==> src/ecam_pkg.sv <==
// Shared types, constants and tables for the Euler camera orientation block.
package ecam_pkg;

  // Angles in 1/65536 degree, wide enough for a stored angle plus one step.
  localparam logic signed [28:0] FullTurn    = 29'sd23592960;
  localparam logic signed [28:0] HalfTurn    = 29'sd11796480;
  localparam logic signed [28:0] QuarterTurn = 29'sd5898240;
  localparam logic signed [28:0] PitchLimit  = 29'sd5832704;
  localparam logic signed [24:0] YawReset    = -25'sd5898240;

  // Rotation engine settings, Q1.30 start value.
  localparam int unsigned CordicSteps = 18;
  localparam logic signed [33:0] CordicGain = 34'sd652032874;

  // Configuration register indexes.
  localparam logic [1:0] RegSensitivity = 2'd0;
  localparam logic [1:0] RegUpX         = 2'd1;
  localparam logic [1:0] RegUpY         = 2'd2;
  localparam logic [1:0] RegUpZ         = 2'd3;

  // Configuration as seen by the datapath.
  typedef struct packed {
    logic        [15:0] sens;
    logic signed [15:0] up_x;
    logic signed [15:0] up_y;
    logic signed [15:0] up_z;
  } cfg_t;

  // One classified item queued between the front and the back.
  typedef struct packed {
    logic signed [28:0] d_yaw;
    logic signed [28:0] d_pitch;
    logic               limit;
    logic               absm;
    logic signed [31:0] mv_x;
    logic signed [31:0] mv_y;
    logic signed [31:0] mv_z;
  } item_t;

  // Arctangent of 2^-i in 1/65536 degree.
  function automatic logic signed [25:0] atan_lut(input logic [4:0] i);
    logic signed [25:0] r;
    case (i)
      5'd0:    r = 26'sd2949120;
      5'd1:    r = 26'sd1740967;
      5'd2:    r = 26'sd919879;
      5'd3:    r = 26'sd466945;
      5'd4:    r = 26'sd234379;
      5'd5:    r = 26'sd117304;
      5'd6:    r = 26'sd58666;
      5'd7:    r = 26'sd29335;
      5'd8:    r = 26'sd14668;
      5'd9:    r = 26'sd7334;
      5'd10:   r = 26'sd3667;
      5'd11:   r = 26'sd1833;
      5'd12:   r = 26'sd917;
      5'd13:   r = 26'sd458;
      5'd14:   r = 26'sd229;
      5'd15:   r = 26'sd115;
      5'd16:   r = 26'sd57;
      5'd17:   r = 26'sd29;
      default: r = 26'sd0;
    endcase
    return r;
  endfunction

endpackage

==> src/ecam_front.sv <==
// Front end: accepts pointer items and turns offsets into angle steps.
module ecam_front (
  input  logic                 clk_i,
  input  logic                 rst_ni,
  input  logic                 s_axis_tvalid_i,
  output logic                 s_axis_tready_o,
  // offset_x, offset_y, move_x, move_y, move_z
  input  logic [127:0]         s_axis_tdata_i,
  // limit_pitch, absolute_move
  input  logic [1:0]           s_axis_tuser_i,
  input  logic [15:0]          sens_i,
  input  logic                 full_i,
  output logic                 push_o,
  output ecam_pkg::item_t      item_o
);
  import ecam_pkg::*;

  logic signed [15:0] off_x, off_y;
  logic signed [32:0] prod_x, prod_y;
  logic signed [32:0] rnd_x, rnd_y;
  logic               busy_q;

  assign off_x = s_axis_tdata_i[15:0];
  assign off_y = s_axis_tdata_i[31:16];

  // Scale both offsets by the gain, round half up to 1/65536 degree.
  assign prod_x = off_x * $signed({1'b0, sens_i});
  assign prod_y = off_y * $signed({1'b0, sens_i});
  assign rnd_x  = (prod_x + 33'sd8) >>> 4;
  assign rnd_y  = (prod_y + 33'sd8) >>> 4;

  // Track that the queue has been seen since reset before taking transfers.
  always_ff @(posedge clk_i or negedge rst_ni) begin
    if (!rst_ni) begin
      busy_q <= 1'b0;
    end else begin
      busy_q <= 1'b1;
    end
  end

  assign s_axis_tready_o = busy_q && !full_i;
  assign push_o          = s_axis_tvalid_i && s_axis_tready_o;

  // Classify the transfer into a queue entry.
  always_comb begin
    item_o.d_yaw   = rnd_x[28:0];
    item_o.d_pitch = rnd_y[28:0];
    item_o.limit   = s_axis_tuser_i[0];
    item_o.absm    = s_axis_tuser_i[1];
    item_o.mv_x    = s_axis_tdata_i[63:32];
    item_o.mv_y    = s_axis_tdata_i[95:64];
    item_o.mv_z    = s_axis_tdata_i[127:96];
  end

endmodule

==> config.mk <==
export PLATFORM = sky130hd
export DESIGN_NAME = ecam_front
export DESIGN_NICKNAME = d
export VERILOG_FILES = /design/src/ecam_pkg.sv /design/src/ecam_front.sv
export SDC_FILE = /design/constraint.sdc
export NUM_CORES = 1
export LEC_CHECK = 0
export BUFFER_PORTS_ARGS = -buffer_cell sky130_fd_sc_hd__buf_2
export CAP_MARGIN = 20
export CORE_MARGIN = 1.5
export CORE_UTILIZATION = 50
export CTS_BUF_LIST = sky130_fd_sc_hd__clkbuf_8 sky130_fd_sc_hd__clkbuf_16
export DETAILED_ROUTE_END_ITERATION = 6
export PLACE_DENSITY = 0.82
export SLEW_MARGIN = 30
export SYNTH_ARGS = -nofsm -noshare
export SYNTH_HDL_FRONTEND = slang
export SYNTH_SLANG_ARGS = --single-unit
==> constraint.sdc <==
create_clock -name clk_i -period 10.22 [get_ports clk_i]
set_input_delay 2.044 -clock clk_i [delete_from_list [all_inputs] [get_ports clk_i]]
set_output_delay 2.044 -clock clk_i [all_outputs]
set_load 0.02 [all_outputs]
# After elaboration in Yosys (flattened, before gate mapping)
# Index checks and enable logic that the tools add are counted.
# totals
ff_bits,1
latch_bits,0
mem_bits_rw,0
romBits,0
input_bits,150
output_inout_bits,158
mem_count,0
# op_classes
add_sub_neg,2
mul,2
n_div,0
magnitude_cmp,0
eq_ne,0
n_shift,0
muxes,0
bitwise_logic,0
n_reduce_logical,3
# op_table
op,n
"33-bit by 5-bit adder with 33-bit output, second input constant",2
16-bit by 17-bit multiplier with 33-bit output,2
1-bit logical AND,2
1-bit zero test,1

# Depth between registers and ports, before layout
# depth
ltp_word,3
depth_mapped,24

# Least setup slack after synthesis
# No wires, ideal clock.
# synth_timing
path_type,input to output
start,in sens_i[7]
end,out item_o[155] (netlist bit)
t_arrival_ns,7.711
required_ns,8.176
slack_ns,0.465
path_stages,23
n_path_buf,2
cell_sequence,clkbuf_1 nand2_1 fa_1 inv_1 fa_1 inv_1 fa_1 inv_1 fa_1 fa_1 inv_1 fa_1 inv_1 ha_1 buf_2 nand2_1 or3_1 or4_1 o32ai_1 o21ai_1 nand3_1 a31oi_1 xnor2_1
# synth_lines
item,line,rtl
from (decl),ecam_front.sv:11,"input logic [15:0] sens_i,"
to (decl),ecam_front.sv:14,output ecam_pkg::item_t item_o

==> results.yml <==
status:
  outcome: "completed"
critical_path:
  cp_slowest_cell: "fa_1"
  crit_required_ns: 8.18
  worst_setup_path_end_kind: "output pin"
  max_stage_delay_ns: 0.56
  cp_common_cell: "fa_1"
  crit_path_start_kind: "input port"
  path_cells: "buf_4, buf_4, nand2_1, fa_1, fa_1, inv_1, fa_1, fa_1, fa_1, inv_1, fa_1, inv_1, ha_1, and4_1, and2_1, a2111oi_4, o21ai_2, a221oi_2, o21ai_1, a21oi_2, xnor2_1, buf_2"
  critical_path_class: "in2out"
  cp_max_fo: 22
  crit_arrival_ns: 7.95
sta:
  tightest_slew_ns: 0.705
  fin_ws_ns: 0.225
  slew_viol_final: 0
  max_freq_mhz: 100
  final-setup-viol-count: 0
  relSlewSlack_pct: 52.5
  period_needed_ns: 9.99
  setup_tns_ns: 0
  timing.final.crit_share_pct: 97.8
  hold_violations: 0
flow_run:
  drv_cap: 0
die:
  core_area_um2: 36500
  pin_count: 308
  die_h_um: 195
  start_util_pct: 50.6
  die-area_um2: 38100
  fp-row-count: 70
  fp.dieW_um: 195
logic_synthesis:
  syn_avg_cell_area_um2: 8.57
  synth.most_common_cell: "inv_1"
  yosysWarnings: 0
  synth_top_area_share_pct: 42.2
  yosys-top-cells-count: "inv_1 (483), fa_1 (390), nand2_1 (292), ha_1 (236), and2_1 (215)"
  syn_area_um2: 18500
  synth_top_area_cell: "fa_1"
  ys_seq_area_share_pct: 0.135
  ys_types: 65
  synthFlopType: "dfrtp_1"
  async_flop_share_pct: 100
  synth_nets: 2932
  synth_edf_count: 0
  synth_seq_cells: 1
  synthCells: 2156
  synthTopCellsByArea: "fa_1 (42%), ha_1 (16%), inv_1 (9.8%), and2_1 (7.3%), nand2_1 (5.9%)"
routing:
  wl_per_cell_um: 17.0
  drtIter0Drc: 1005
  drt_pass1_iterations: 6
  drc_errors: 0
  via_per_inst: 5.49
  ant_nets: 0
  wl_um: 44300
  dr_total_vias: 14300
finish:
  regArea_um2: 25.0
  largest_register: "busy_q"
  reg_top3: "busy_q: 1 flops"
  utilization_pct: 52.5
  area_growth_pct: 3.67
  multi_input_area_um2: 15600
  drive_gt1_share_pct: 9.41
  fin_nets: 2915
  largest_register_ffs: 1
  fillerInstances: 3278
global_routing:
  grt_pass1_wl_um: 74700
  grtUsageTotal_pct: 24.0
  gr-total-overflow: 0
  antenna_found_initial: 2
  grt_max_degree: 27
  grt_pass1_vias: 15800
place:
  dp.final_hpwl_um: 37900
  port_buffers: 111
  pre_cts_slack_ns: -0.134
  gp_congestion: 0.931
clock_network:
  path_clk_slew_ns: 0
  holdBufCountCts: 0
  post_cts_buffers: 0
min_path:
  min_path_type: "in2async"
## stage by stage
step | instance area [um^2] | hold slack, ns | instances
CTS | 19100 | 1.82 | 2605
detailed placement | 19100 | 1.82 | 2605
global route | 19200 | 1.83 | 2607
floorplan | 18500 | 1.75 | 2156
finish | 19200 | 1.82 | 2607
global placement | 19100 | 1.82 | 2605
## repair_timing
action / 4_1_cts / 5_1_grt
pin swaps: 0 / 8
endpoints found under the hold margin: 0 / 0
gates resized for setup: 3 / 28
setup endpoints to repair: 2 / 17
## routing by layer
metal	share of wire (%)	vias up	track usage, %
met5	0	-	0
met3	8.0	136	3.37
met1	40	7178	31.3
met2	49	678	41.0
met4	3.0	0	8.21
li1	-	6325	-
## layout by cell type (no fill, tap or decap), types with 5 or more instances in the layout
cell	count
nand4_1	12
ha_1	236
a21oi_1	45
buf_4	66
nor2_1	43
o21a_1	7
o21bai_1	9
nand2_1	292
clkbuf_4	8
a31oi_1	10
and2_1	215
buf_2	96
and3_1	5
xor2_1	20
o21ai_0	25
nand2b_1	16
inv_1	483
nor3_1	7
xnor2_1	34
a21o_1	30
nand3_1	14
fa_1	390
## logic make-up after synthesis
logic type	after synthesis	share of synthesized area, %
xor+xnor	54	2.56
flops	1	0.135
other cells	1	0.0203
mux	3	0.162
fa+ha+maj	626	58.2
compound gates	169	6.53
buf+inv	679	15.8
simple gates	623	16.5
## worst paths after layout
path	startpoint	to	slack, ns	cells past startpoint
max	sens_i[10]	item_o[122]	0.23	22
max in group asynchronous	rst_ni	busy_q$_DFF_PN0_	8.31	1
min	rst_ni	busy_q$_DFF_PN0_	1.82	1
min in group clk_i	busy_q$_DFF_PN0_	s_axis_tready_o	2.67	2
## cell type report
cell class | count | area share (%)
multi-input combinational | 1476 | 81.4
inverter | 484 | 9.48
timing repair buffer | 176 | 5.94
tap | 468 | 3.06
sequential | 1 | 0.131
antenna | 2 | 0.0261
## worst max-delay path: cells and delay by family
kind,cells,cell delay (ns)
simple gates,3,0.52
fa+ha+maj,7,3.37
xor+xnor,1,0.13
compound gates,5,1.10
buf+inv,6,0.78
Power is left out: the tool's default activity adds up to more than one toggle a clock period on the data nets, which glitch-free logic cannot reach.
