### src/ecam_pkg.sv
// Shared types, constants and tables for the Euler camera orientation block.
package ecam_pkg;

  // Angles in 1/65536 degree, wide enough for a stored angle plus one step.
  localparam logic signed [28:0] FullTurn    = 29'sd23592960;
  localparam logic signed [28:0] HalfTurn    = 29'sd11796480;
  localparam logic signed [28:0] QuarterTurn = 29'sd5898240;
  localparam logic signed [28:0] PitchLimit  = 29'sd5832704;
  localparam logic signed [24:0] YawReset    = -25'sd5898240;

  // Rotation engine settings, Q1.30 start value.
  localparam int unsigned CordicSteps = 18;
  localparam logic signed [33:0] CordicGain = 34'sd652032874;

  // Configuration register indexes.
  localparam logic [1:0] RegSensitivity = 2'd0;
  localparam logic [1:0] RegUpX         = 2'd1;
  localparam logic [1:0] RegUpY         = 2'd2;
  localparam logic [1:0] RegUpZ         = 2'd3;

  // Configuration as seen by the datapath.
  typedef struct packed {
    logic        [15:0] sens;
    logic signed [15:0] up_x;
    logic signed [15:0] up_y;
    logic signed [15:0] up_z;
  } cfg_t;

  // One classified item queued between the front and the back.
  typedef struct packed {
    logic signed [28:0] d_yaw;
    logic signed [28:0] d_pitch;
    logic               limit;
    logic               absm;
    logic signed [31:0] mv_x;
    logic signed [31:0] mv_y;
    logic signed [31:0] mv_z;
  } item_t;

  // Arctangent of 2^-i in 1/65536 degree.
  function automatic logic signed [25:0] atan_lut(input logic [4:0] i);
    logic signed [25:0] r;
    case (i)
      5'd0:    r = 26'sd2949120;
      5'd1:    r = 26'sd1740967;
      5'd2:    r = 26'sd919879;
      5'd3:    r = 26'sd466945;
      5'd4:    r = 26'sd234379;
      5'd5:    r = 26'sd117304;
      5'd6:    r = 26'sd58666;
      5'd7:    r = 26'sd29335;
      5'd8:    r = 26'sd14668;
      5'd9:    r = 26'sd7334;
      5'd10:   r = 26'sd3667;
      5'd11:   r = 26'sd1833;
      5'd12:   r = 26'sd917;
      5'd13:   r = 26'sd458;
      5'd14:   r = 26'sd229;
      5'd15:   r = 26'sd115;
      5'd16:   r = 26'sd57;
      5'd17:   r = 26'sd29;
      default: r = 26'sd0;
    endcase
    return r;
  endfunction

endpackage

### src/ecam_fifo.sv
// Two-entry queue between the front end and the back end.
module ecam_fifo (
  input  logic            clk_i,
  input  logic            rst_ni,
  input  logic            push_i,
  input  ecam_pkg::item_t item_i,
  output logic            full_o,
  input  logic            pop_i,
  output ecam_pkg::item_t item_o,
  output logic            empty_o
);
  import ecam_pkg::*;

  item_t      mem_q [2];
  logic       wr_q, rd_q;
  logic [1:0] cnt_q;

  assign full_o  = (cnt_q == 2'd2);
  assign empty_o = (cnt_q == 2'd0);
  assign item_o  = mem_q[rd_q];

  // Entry storage.
  always_ff @(posedge clk_i) begin
    if (push_i) begin
      mem_q[wr_q] <= item_i;
    end
  end

  // Pointers and fill level.
  always_ff @(posedge clk_i or negedge rst_ni) begin
    if (!rst_ni) begin
      wr_q  <= 1'b0;
      rd_q  <= 1'b0;
      cnt_q <= 2'd0;
    end else begin
      if (push_i) begin
        wr_q <= !wr_q;
      end
      if (pop_i) begin
        rd_q <= !rd_q;
      end
      if (push_i && !pop_i) begin
        cnt_q <= cnt_q + 2'd1;
      end else if (pop_i && !push_i) begin
        cnt_q <= cnt_q - 2'd1;
      end
    end
  end

endmodule

### config.mk
export PLATFORM = sky130hd
export DESIGN_NAME = ecam_fifo
export DESIGN_NICKNAME = d
export VERILOG_FILES = /design/src/ecam_pkg.sv /design/src/ecam_fifo.sv
export SDC_FILE = /design/constraint.sdc
export NUM_CORES = 1
export LEC_CHECK = 0
export BUFFER_PORTS_ARGS = -buffer_cell sky130_fd_sc_hd__buf_2
export CAP_MARGIN = 20
export CORE_MARGIN = 2
export CORE_UTILIZATION = 25
export CTS_CLUSTER_SIZE = 12
export DETAILED_ROUTE_END_ITERATION = 6
export GPL_ROUTABILITY_DRIVEN = 0
export SLEW_MARGIN = 10
export SYNTH_ARGS = -nofsm -noshare
export SYNTH_HDL_FRONTEND = slang
export SYNTH_SLANG_ARGS = --single-unit
### constraint.sdc
create_clock -name clk_i -period 9.3 [get_ports clk_i]
set_clock_uncertainty 0.2 [all_clocks]
set_input_delay 0.93 -clock clk_i [delete_from_list [all_inputs] [get_ports clk_i]]
set_output_delay 0.93 -clock clk_i [all_outputs]
set_load 0.05 [all_outputs]
# ---- Word-level counts from Yosys, hierarchy flattened
# Memories as Yosys holds them, arrays and structs flattened.
# Cells that the tools add are included.
dict set report word_totals {
  reg_bits 4
  mem_bits_rw 312
  inputBits 160
  out_inout_bits 158
  wordCells 19
  n_memories 1
}
dict set report op_classes {
  addsub 2
  eq_ne 1
  muxes 4
  n_reduce_logical 8
}
# memory words word_bits rd rd_clocked_by_memory_dff wr line
set memory_table {}
lappend memory_table {mem_q 2 156 1 0 1 ecam_fifo.sv:14} ;# item_t mem_q [2];
# cell n
set op_table {}
lappend op_table {{$logic_not 1->1} 4}
lappend op_table {{$mux 2} 2}
lappend op_table {{$add 2x1->2 const B} 1}
lappend op_table {{$eq 2x2->1 const B} 1}
lappend op_table {{$logic_and 1x1->1} 2}
lappend op_table {{$logic_not 2->1} 1}
lappend op_table {{$mux 1} 2}
lappend op_table {{$reduce_bool 2->1} 1}
lappend op_table {{$sub 2x1->2 const B} 1}

# ---- Longest topological paths before layout
# Gate-level depths: netlist of the first run.
dict set report depth {
  word_depth 4
  mapped_depth 5
}

# ---- Least setup slack after synthesis of the first run
# OpenSTA, ideal clock, no wires.
dict set report synth_timing {
  path_kind {input -> register}
  startpoint {input push_i}
  endpoint {memory mem_q[0][0] (netlist name) (enable)}
  setup_time_ps 692
  arrival_ps 7674
  setup_slack_ps 733
  stages 1
  path_cell_list {nor2b_1}
}
dict set report synth_between {
  elab_chain_cells 2
}
# element line
set synth_rtl {}
lappend synth_rtl {{start: declaration} ecam_fifo.sv:5} ;# input logic push_i,
lappend synth_rtl {{$mux 1} ecam_fifo.sv:24} ;# if (push_i) begin
lappend synth_rtl {{$mux 1 (not written as such)} ecam_fifo.sv:25} ;# mem_q[wr_q] <= item_i;
lappend synth_rtl {{end: declaration} ecam_fifo.sv:14}
# No other way between the ends.

==> impl_metrics.xml, run 1 <==
<?xml version="1.0" encoding="UTF-8"?>
<metrics>
  <group name="status">
    <metric name="status" unit="">completed</metric>
  </group>
  <group name="clock_network">
    <metric name="root_buffer" unit="">clkbuf_16</metric>
    <metric name="cts.reportedPaths.clkPinSlew" unit="ps">60</metric>
    <metric name="cts-buffers-inserted" unit="">35</metric>
    <metric name="cts_tree" unit="">done</metric>
    <metric name="postCtsSetupBuffers" unit="">0</metric>
    <metric name="htree_num_levels" unit="">2</metric>
    <metric name="hold_buffers" unit="">1</metric>
    <metric name="clock_insertion_delay_worst_skew" unit="ps">520</metric>
    <metric name="post_cts_resized" unit="">0</metric>
    <metric name="clock_sink_count" unit="">316</metric>
    <metric name="ctsLongestPathBuffers" unit="">3</metric>
  </group>
  <group name="placed_design">
    <metric name="buffer_ports.inserted" unit="">317</metric>
    <metric name="post-dp-hpwl" unit="mm">15.2</metric>
  </group>
  <group name="synth">
    <metric name="synthesis.instances" unit="">501</metric>
    <metric name="synth_seq_cells" unit="">316</metric>
    <metric name="synth_cell_types" unit="">13</metric>
    <metric name="syn_nets" unit="">662</metric>
    <metric name="total_standard_cell_area_after_synthesis" unit="sq mm">0.0115</metric>
    <metric name="yosysSeqAreaShare" unit="%">82.5</metric>
    <metric name="yosysWarningCount" unit="">0</metric>
    <metric name="syn_area_cell" unit="sq um">22.9</metric>
  </group>
  <group name="run">
    <metric name="count_of_maximum_capacitance_violations" unit="">0</metric>
  </group>
  <group name="sta">
    <metric name="endpoints_failing_setup" unit="">0</metric>
    <metric name="timing_worst_slew_pin_value" unit="ps">998</metric>
    <metric name="min_cycle_time_layout" unit="ps">3870</metric>
    <metric name="achievable-frequency" unit="GHz">0.258</metric>
    <metric name="slew_viol_final" unit="">0</metric>
    <metric name="period_share" unit="%">41.6</metric>
    <metric name="timing.setup.tns" unit="ps">0</metric>
    <metric name="grt_setup_unrepaired" unit="">no</metric>
    <metric name="finalHoldViolCount" unit="">0</metric>
    <metric name="max_slew_headroom" unit="%">33.3</metric>
  </group>
  <group name="floorplanning">
    <metric name="die_height" unit="um">218</metric>
    <metric name="row_count" unit="">78</metric>
    <metric name="die_width" unit="um">218</metric>
    <metric name="die_area" unit="sq mm">0.0477</metric>
    <metric name="io_pins" unit="">318</metric>
    <metric name="core-area" unit="sq mm">0.0454</metric>
    <metric name="floorplan.initialDensity" unit="%">25.3</metric>
  </group>
  <group name="finish">
    <metric name="drive_above_1_share" unit="%">60.6</metric>
    <metric name="area_growth_syn_to_layout" unit="%">29.3</metric>
    <metric name="nNetsFinal" unit="">1006</metric>
  </group>
  <group name="critical_path">
    <metric name="critical_path.slowest_cell" unit="">buf_4</metric>
    <metric name="cpPeakStageDelay" unit="ps">730</metric>
    <metric name="criticalPathCategory" unit="">reg2out</metric>
    <metric name="arrival" unit="ps">2740</metric>
    <metric name="startpoint_class_of_the_critical_path" unit="">flip-flop</metric>
    <metric name="r2r_setup_slack" unit="ps">6580</metric>
    <metric name="critical_path.endpoint_type" unit="">primary output</metric>
    <metric name="crit_required" unit="ps">8170</metric>
    <metric name="critPathMaxFanout" unit="">65</metric>
    <metric name="worstPathCellList" unit="">buf_4 &gt; mux2_2 &gt; buf_2</metric>
  </group>
  <group name="drt">
    <metric name="per_cell_routed_wire_length" unit="um">15.9</metric>
    <metric name="dr_total_vias" unit="">5815</metric>
    <metric name="detail_route.first_pass.iterations" unit="">4</metric>
    <metric name="initialDrtViolationCount" unit="">239</metric>
    <metric name="drc_errors_left" unit="">0</metric>
    <metric name="routed_wl" unit="mm">23.4</metric>
    <metric name="viasPerCell" unit="">3.95</metric>
    <metric name="final_antenna_net_count" unit="">0</metric>
  </group>
  <group name="grt">
    <metric name="vias_in_the_first_global_route" unit="">6184</metric>
    <metric name="gr-usage-all-layers" unit="%">9.47</metric>
    <metric name="global_route_wire_length_before_repair" unit="mm">34.4</metric>
    <metric name="grt_start_max_net_pins" unit="">67</metric>
    <metric name="antenna_violations_before_repair" unit="">2</metric>
    <metric name="overflow" unit="">0</metric>
  </group>
  <group name="power">
    <metric name="post-layout-total-power" unit="mW">5.41</metric>
    <metric name="power_density" unit="mW/mm^2">364</metric>
    <metric name="power.leakage" unit="nW">5.46</metric>
    <metric name="vdd.ir_drop.worst" unit="V">0.000239</metric>
  </group>
  <group name="hold_path">
    <metric name="hold_removal_path_class" unit="">reg2reg</metric>
  </group>
</metrics>
[cell families after synthesis]
logic type | after synthesis | synth area share, %
DFF | 316 | 82.5
muxes | 156 | 15.3
buffers and inverters | 18 | 1.53
xor gates and xnor gates | 5 | 0.381
and+or+nand+nor | 5 | 0.229
adders and majority gates | 1 | 0.109
[final timing paths]
check | endpoint | from | cells past startpoint
max in group asynchronous | rd_q | rst_ni | 2
hold reg to reg | cnt_q[1] | cnt_q[1] | 1
min in group asynchronous | wr_q | rst_ni | 2
hold / removal | cnt_q[1] | cnt_q[1] | 1
setup / recovery | item_o[134] | rd_q | 3
setup reg to reg | mem_q[0][88] | wr_q | 2
[power breakdown]
part	leakage (nW)	internal, mW	switching (mW)	total [mW]
registers	2.97	1.89	0.0811	1.97
logic	1.95	0.542	1.54	2.08
clock network	0.544	0.829	0.526	1.35
total	5.46	3.26	2.15	5.41
[critical path, delay by kind of cell, from the launching register on]
| family | cells | cell delay (ps) |
|---|---|---|
| muxes | 1 | 430 |
| buffers and inverters | 2 | 940 |
| DFF | 1 | 700 |
[sequential cells by signal (all words and copies together) (netlist names)]
| register | cells |
|---|---|
| rd_q | 1 |
| wr_q | 1 |
| cnt_q | 2 |
| mem_q | 312 |
[cell usage in the layout (no fill, tap or decap)]
master / count
clkbuf_1: 15
dlygate4sd3_1: 1
dfrtp_4: 1
clkbuf_16: 37
clkinv_1: 1
nor2_1: 2
buf_2: 317
nor2b_1: 1
inv_1: 1
clkbuf_8: 2
xnor2_1: 1
diode_2: 2
bufinv_16: 3
dfrtp_1: 3
ha_1: 1
and2_4: 1
buf_4: 6
xor2_1: 4
nor2b_4: 1
edfxtp_1: 312
clkinv_4: 1
mux2_2: 156
clkinv_2: 2
[metrics by stage]
stage          worst slack (ps)  cell area (sq um)  cells  hold slack (ps)  utilization [%]
2_1_floorplan               733              11500    501              255                -
3_3_place_gp               5900              13700   1407              274             30.2
3_5_place_dp               5870              13700   1407              278             30.2
4_1_cts                    5340              14800   1469              287             32.7
5_1_grt                    5270              14800   1469              326             32.7
6_report                   5430              14800   1471              289             32.7
[synth_stat cells (all sizes together)]
library cell	n	area share (%)
mux2	156	15
nor2b	2	0.11
buf	17	1.5
and2	1	0.055
xor2	4	0.31
dfrtp	4	0.87
xnor2	1	0.076
edfxtp	312	82
inv	1	0.033
nor2	2	0.065
ha	1	0.11
[layout make-up]
type                       count  area, sq um
fill                        4416        30500
sequential                   316         9470
multi-input combinational    167         1850
timing repair buffer         324         1640
clock buffer                  54         1010
tap                          600          751
clock inverter                 7          113
antenna                        2         5.00
inverter                       1         3.75
[layer usage]
layer | up-vias | routed length, um | part of all wire (%) | track usage (%)
li1 | 2701 | - | - | -
met1 | 2852 | 9060 | 39 | 10.2
met2 | 200 | 11400 | 49 | 15.8
met3 | 60 | 2000 | 8.5 | 3.48
met4 | 2 | 962 | 4.1 | 5.80
met5 | - | 16 | 0.068 | 0
Power figures use the tool's default switching activity.
==> inputs of run 2 (changes only) <==
==> constraint.sdc (replaced) <==
create_clock -name clk_i -period 3.96 [get_ports clk_i]
set_clock_uncertainty 0.2 [all_clocks]
set_input_delay 0.396 -clock clk_i [delete_from_list [all_inputs] [get_ports clk_i]]
set_output_delay 0.396 -clock clk_i [all_outputs]
set_load 0.05 [all_outputs]
==> run 2 against run 1 <==
Core utilization is 3.6 points higher; critical path depth stayed put; register-to-register slack worse by 4700 ps; cell count is 11% higher; sequential share of layout area is 6.3 points lower; design area is 11% higher; sequential cell count stayed put; clock power is 120% higher.
==> impl_metrics.xml, run 2 (synthesized netlist as in run 1, its figures left out) <==
<?xml version="1.0" encoding="UTF-8"?>
<metrics>
  <group name="critical_path">
    <metric name="crit_required" unit="ps">3360</metric>
    <metric name="criticalPathCategory" unit="">reg2out</metric>
    <metric name="r2r_setup_slack" unit="ps">1910</metric>
    <metric name="critPathMaxFanout" unit="">44</metric>
    <metric name="startpoint_class_of_the_critical_path" unit="">flip-flop</metric>
    <metric name="arrival" unit="ps">2390</metric>
    <metric name="critical_path.endpoint_type" unit="">primary output</metric>
  </group>
  <group name="power">
    <metric name="p_switching" unit="mW">5.12</metric>
    <metric name="power.sequential.fraction" unit="%">36.7</metric>
    <metric name="internal_power" unit="mW">7.61</metric>
    <metric name="sw_frac_of_total" unit="%">40.2</metric>
    <metric name="post-layout-total-power" unit="mW">12.7</metric>
    <metric name="power.leakage" unit="nW">6.15</metric>
    <metric name="vdd.ir_drop.worst" unit="V">0.000481</metric>
    <metric name="power_density" unit="mW/mm^2">772</metric>
    <metric name="power_share_of_the_clock_group" unit="%">23.2</metric>
    <metric name="combinationalPowerShare" unit="%">40.1</metric>
  </group>
  <group name="sta">
    <metric name="timing.setup.tns" unit="ps">0</metric>
    <metric name="grt_setup_unrepaired" unit="">no</metric>
    <metric name="max_slew_headroom" unit="%">46.8</metric>
    <metric name="endpoints_failing_setup" unit="">0</metric>
    <metric name="period_share" unit="%">75.3</metric>
    <metric name="finalHoldViolCount" unit="">0</metric>
    <metric name="min_cycle_time_layout" unit="ps">2980</metric>
    <metric name="achievable-frequency" unit="GHz">0.335</metric>
    <metric name="timing_worst_slew_pin_value" unit="ps">799</metric>
    <metric name="slew_viol_final" unit="">0</metric>
  </group>
  <group name="floorplanning">
    <metric name="core-area" unit="sq mm">0.0454</metric>
    <metric name="die_width" unit="um">218</metric>
    <metric name="floorplan.initialDensity" unit="%">25.3</metric>
    <metric name="die_area" unit="sq mm">0.0477</metric>
    <metric name="io_pins" unit="">318</metric>
    <metric name="die_height" unit="um">218</metric>
    <metric name="row_count" unit="">78</metric>
  </group>
  <group name="grt">
    <metric name="globalRoute.busiestLayer" unit="">met2</metric>
    <metric name="groute.layer.met3.usage" unit="%">3.65</metric>
    <metric name="global_route_wire_length_before_repair" unit="mm">38.0</metric>
    <metric name="overflow" unit="">0</metric>
    <metric name="use_met1" unit="%">11.4</metric>
    <metric name="grt_start_max_net_pins" unit="">82</metric>
    <metric name="vias_in_the_first_global_route" unit="">7016</metric>
    <metric name="global_route.usage.met2" unit="%">17.6</metric>
    <metric name="gr-usage-all-layers" unit="%">10.3</metric>
    <metric name="antenna_violations_before_repair" unit="">1</metric>
  </group>
  <group name="drt">
    <metric name="dr_total_vias" unit="">6502</metric>
    <metric name="final_antenna_net_count" unit="">0</metric>
    <metric name="viasPerCell" unit="">3.97</metric>
    <metric name="routed_wl" unit="mm">25.2</metric>
    <metric name="initialDrtViolationCount" unit="">306</metric>
    <metric name="detail_route.first_pass.iterations" unit="">5</metric>
    <metric name="drc_errors_left" unit="">0</metric>
    <metric name="per_cell_routed_wire_length" unit="um">15.4</metric>
  </group>
  <group name="finish">
    <metric name="area_growth_syn_to_layout" unit="%">43.5</metric>
    <metric name="regMostFlops" unit="">mem_q</metric>
    <metric name="largest_register_ffs" unit="">312</metric>
    <metric name="mostFrequentLayoutCell" unit="">buf_2</metric>
    <metric name="nNetsFinal" unit="">1174</metric>
    <metric name="largestRegisters" unit="">mem_q (312), cnt_q (2)</metric>
    <metric name="drive_above_1_share" unit="%">51.8</metric>
    <metric name="mostFrequentLayoutCells" unit="">317 x buf_2, 312 x edfxtp_1, 160 x dlygate4sd3_1, 156 x mux2_2, 37 x clkbuf_16</metric>
  </group>
  <group name="clock_network">
    <metric name="hold_buffers" unit="">160</metric>
    <metric name="cts.reportedPaths.clkPinSlew" unit="ps">50</metric>
    <metric name="postCtsSetupBuffers" unit="">0</metric>
    <metric name="clock_insertion_delay_worst_skew" unit="ps">520</metric>
    <metric name="ctsLongestPathBuffers" unit="">3</metric>
    <metric name="cts-buffers-inserted" unit="">36</metric>
    <metric name="post_cts_resized" unit="">0</metric>
    <metric name="cts_tree" unit="">done</metric>
    <metric name="htree_num_levels" unit="">2</metric>
    <metric name="root_buffer" unit="">clkbuf_16</metric>
    <metric name="clock_sink_count" unit="">316</metric>
  </group>
  <group name="placed_design">
    <metric name="buffer_ports.inserted" unit="">317</metric>
    <metric name="post-dp-hpwl" unit="mm">15.6</metric>
  </group>
  <group name="run">
    <metric name="count_of_maximum_capacitance_violations" unit="">0</metric>
  </group>
  <group name="status">
    <metric name="status" unit="">completed</metric>
  </group>
  <group name="hold_path">
    <metric name="hold_removal_path_class" unit="">reg2reg</metric>
  </group>
</metrics>
==> run 2: power groups by stage <==
stage | logic, mW | clock network [mW] | registers [mW]
3_5_place_dp | 5.02 | 0 | 4.76
4_1_cts | 5.16 | 3.08 | 4.69
2_1_floorplan | 4.03 | 0 | 4.64
6_report | 5.10 | 2.95 | 4.68
5_1_grt | 5.34 | 3.20 | 4.75
3_3_place_gp | 5.00 | 0 | 4.73
==> run 2: through the flow <==
stage	util (%)	hold slack, ps	area, sq um	setup WS [ps]	cells
4_1_cts	36.3	291	16500	883	1635
2_1_floorplan	-	-99.6	11500	590	501
3_3_place_gp	30.5	6.65	13800	1490	1415
3_5_place_dp	30.5	15.0	13800	1460	1415
5_1_grt	36.3	308	16500	814	1636
6_report	36.3	285	16500	978	1637
==> run 2: final timing paths <==
kind / end / depth (start not counted) / start
max: item_o[93] / 3 / rd_q
min: cnt_q[1] / 1 / cnt_q[1]
max reg2reg: mem_q[1][8] / 2 / wr_q
min reg2reg: cnt_q[1] / 1 / cnt_q[1]
max in group asynchronous: rd_q / 3 / rst_ni
min in group asynchronous: rd_q / 3 / rst_ni
==> run 2: final cells by class <==
cell class,count,area [sq um]
diodes,2,5.00
clock buffers,43,948
clock inverters,17,83.8
fillers,4284,28900
inverters,1,3.75
multi-input cells,167,1850
flip-flops and latches,316,9470
well taps,600,751
repair buffers,491,3370
==> run 2: routing by layer <==
layer	share of wire (%)	up-vias
met3	7.2	67
met5	0	-
met1	39	3184
li1	-	3025
met2	49	226
met4	4.1	0
==> run 2: worst max-delay path, cell delays in order (launching register included) <==
cell	delay [ps]
dfrtp_4	880
buf_4	370
mux2_2	370
buf_2	210
==> inputs of run 3 (changes only) <==
==> constraint.sdc (replaced) <==
create_clock -name clk_i -period 2.95 [get_ports clk_i]
set_clock_uncertainty 0.2 [all_clocks]
set_input_delay 0.295 -clock clk_i [delete_from_list [all_inputs] [get_ports clk_i]]
set_output_delay 0.295 -clock clk_i [all_outputs]
set_load 0.05 [all_outputs]
==> run 3 against run 2 <==
Register-to-register slack lost 650 ps; worst hold slack gained 3.9 ps; power grew 35%; via count shrank 0.77%; worst setup slack lost 660 ps; first-iteration DRC count grew 11%; sequential power grew 32%; critical path type unchanged.
==> impl_metrics.xml, run 3 (synthesized netlist as in run 1, its figures left out) <==
<?xml version="1.0" encoding="UTF-8"?>
<metrics>
  <group name="clock_network">
    <metric name="post_cts_resized" unit="">0</metric>
    <metric name="htree_num_levels" unit="">2</metric>
    <metric name="cts_tree" unit="">done</metric>
    <metric name="cts.reportedPaths.clkPinSlew" unit="ps">60</metric>
    <metric name="clock_sink_count" unit="">316</metric>
    <metric name="root_buffer" unit="">clkbuf_16</metric>
    <metric name="clock_insertion_delay_worst_skew" unit="ps">520</metric>
    <metric name="ctsLongestPathBuffers" unit="">3</metric>
    <metric name="cts-buffers-inserted" unit="">35</metric>
  </group>
  <group name="finish">
    <metric name="mostFrequentLayoutCells" unit="">317 x buf_2, 312 x edfxtp_1, 160 x dlygate4sd3_1, 156 x mux2_2, 37 x clkbuf_16</metric>
    <metric name="largestRegisters" unit="">mem_q (312), cnt_q (2)</metric>
    <metric name="nNetsFinal" unit="">1171</metric>
    <metric name="drive_above_1_share" unit="%">51.4</metric>
    <metric name="multi_input_logic_area" unit="sq mm">0.00185</metric>
    <metric name="fillerInstances" unit="">4286</metric>
    <metric name="regMostFlops" unit="">mem_q</metric>
    <metric name="mostFrequentLayoutCell" unit="">buf_2</metric>
    <metric name="finalInstanceArea" unit="sq mm">0.0165</metric>
    <metric name="layout.area.seq" unit="sq mm">0.00947</metric>
    <metric name="area_growth_syn_to_layout" unit="%">43.8</metric>
    <metric name="largest_register_ffs" unit="">312</metric>
  </group>
  <group name="grt">
    <metric name="overflow" unit="">0</metric>
    <metric name="antenna_violations_before_repair" unit="">1</metric>
    <metric name="vias_in_the_first_global_route" unit="">6859</metric>
    <metric name="gr-usage-all-layers" unit="%">10.3</metric>
    <metric name="grt_start_max_net_pins" unit="">84</metric>
    <metric name="global_route_wire_length_before_repair" unit="mm">37.9</metric>
  </group>
  <group name="drt">
    <metric name="routed_wl" unit="mm">25.3</metric>
    <metric name="detail_route.first_pass.iterations" unit="">4</metric>
    <metric name="initialDrtViolationCount" unit="">339</metric>
    <metric name="drc_errors_left" unit="">0</metric>
    <metric name="dr_total_vias" unit="">6452</metric>
    <metric name="final_antenna_net_count" unit="">0</metric>
    <metric name="viasPerCell" unit="">3.95</metric>
    <metric name="routed.top_layer" unit="">met4</metric>
    <metric name="wl_met2" unit="mm">12.6</metric>
    <metric name="per_cell_routed_wire_length" unit="um">15.5</metric>
    <metric name="met3WireLength" unit="mm">1.83</metric>
    <metric name="met1_length" unit="mm">10.2</metric>
  </group>
  <group name="floorplanning">
    <metric name="die_height" unit="um">218</metric>
    <metric name="floorplan.initialDensity" unit="%">25.3</metric>
    <metric name="die_width" unit="um">218</metric>
    <metric name="row_count" unit="">78</metric>
    <metric name="io_pins" unit="">318</metric>
    <metric name="die_area" unit="sq mm">0.0477</metric>
    <metric name="core-area" unit="sq mm">0.0454</metric>
  </group>
  <group name="critical_path">
    <metric name="critical_r2r_launch" unit="">wr_q</metric>
    <metric name="criticalPathCategory" unit="">reg2out</metric>
    <metric name="arrival" unit="ps">2140</metric>
    <metric name="critPathMaxFanout" unit="">70</metric>
    <metric name="crit_required" unit="ps">2460</metric>
    <metric name="worstReg2RegEnd" unit="">mem_q[1][134]</metric>
    <metric name="critical_path.endpoint_type" unit="">primary output</metric>
    <metric name="startpoint_class_of_the_critical_path" unit="">flip-flop</metric>
    <metric name="timing.reg2reg.worst_path_depth" unit="">3</metric>
    <metric name="r2r_setup_slack" unit="ps">1260</metric>
  </group>
  <group name="status">
    <metric name="status" unit="">completed</metric>
  </group>
  <group name="sta">
    <metric name="timing.setup.tns" unit="ps">0</metric>
    <metric name="min_cycle_time_layout" unit="ps">2630</metric>
    <metric name="timing_worst_slew_pin_value" unit="ps">561</metric>
    <metric name="endpoints_failing_setup" unit="">0</metric>
    <metric name="achievable-frequency" unit="GHz">0.380</metric>
    <metric name="max_slew_headroom" unit="%">62.6</metric>
    <metric name="grt_setup_unrepaired" unit="">no</metric>
    <metric name="slew_viol_final" unit="">0</metric>
    <metric name="finalHoldViolCount" unit="">0</metric>
    <metric name="period_share" unit="%">89.2</metric>
  </group>
  <group name="hold_path">
    <metric name="hold_path_startpoint" unit="">item_i[142]</metric>
    <metric name="worst_hold_path.num_cells" unit="">2</metric>
    <metric name="hold_removal_path_class" unit="">in2reg</metric>
    <metric name="whs_endpoint" unit="">mem_q[0][142]</metric>
  </group>
  <group name="power">
    <metric name="power.leakage" unit="nW">6.16</metric>
    <metric name="power_density" unit="mW/mm^2">1040</metric>
    <metric name="vdd.ir_drop.worst" unit="V">0.000856</metric>
  </group>
  <group name="run">
    <metric name="count_of_maximum_capacitance_violations" unit="">0</metric>
  </group>
  <group name="placed_design">
    <metric name="post-dp-hpwl" unit="mm">15.4</metric>
    <metric name="buffer_ports.inserted" unit="">317</metric>
    <metric name="dpl_cell_area" unit="sq mm">0.0139</metric>
  </group>
</metrics>
[run 3: power by group]
group	switching, mW	internal [mW]
clock	1.67	2.39
combinational	4.96	1.97
sequential	0.217	5.96
[run 3: worst max-delay path by stage]
stage                  end  cells past startpoint  start
6_report       item_o[111]                      3   rd_q
5_1_grt        item_o[130]                      3   rd_q
4_1_cts        item_o[130]                      3   rd_q
3_5_place_dp   item_o[130]                      3   rd_q
3_3_place_gp   item_o[133]                      3   rd_q
2_1_floorplan  mem_q[0][0]                      1   wr_q
[run 3: cell type report]
class,instances,area share [%]
Clock inverter,12,0.485
Antenna cell,1,0.0152
Tap cell,600,4.55
Timing Repair Buffer,489,20.5
Clock buffer,48,5.92
Sequential cell,316,57.4
Inverter,1,0.0227
Multi-Input combinational cell,167,11.2
[run 3: through the flow]
step,instances,setup slack (ps),power (mW),util [%],hold WS [ps]
6_report,1634,319,17.2,36.4,289
5_1_grt,1634,238,17.9,36.4,261
4_1_cts,1633,291,17.4,36.4,243
3_5_place_dp,1413,879,13.1,30.5,-84.4
3_3_place_gp,1413,893,13.0,30.5,-87.4
2_1_floorplan,501,-412,11.6,-,-201
[run 3: metal layers]
| layer | up-vias | GRT usage [%] |
|---|---|---|
| li1 | 3024 | - |
| met1 | 3165 | 11.9 |
| met2 | 214 | 17.1 |
| met3 | 49 | 3.90 |
| met4 | 0 | 4.10 |
| met5 | - | 0 |
[run 3: worst max-delay path, stage by stage (launching register included)]
cell	delay, ps
dfrtp_4	540
buf_12	320
mux2_2	400
buf_2	220
[run 3: timing repair]
item,4_1_cts,5_1_grt
hold buffers,160,0
setup buffers,0,0
hold endpoints to repair,319,0
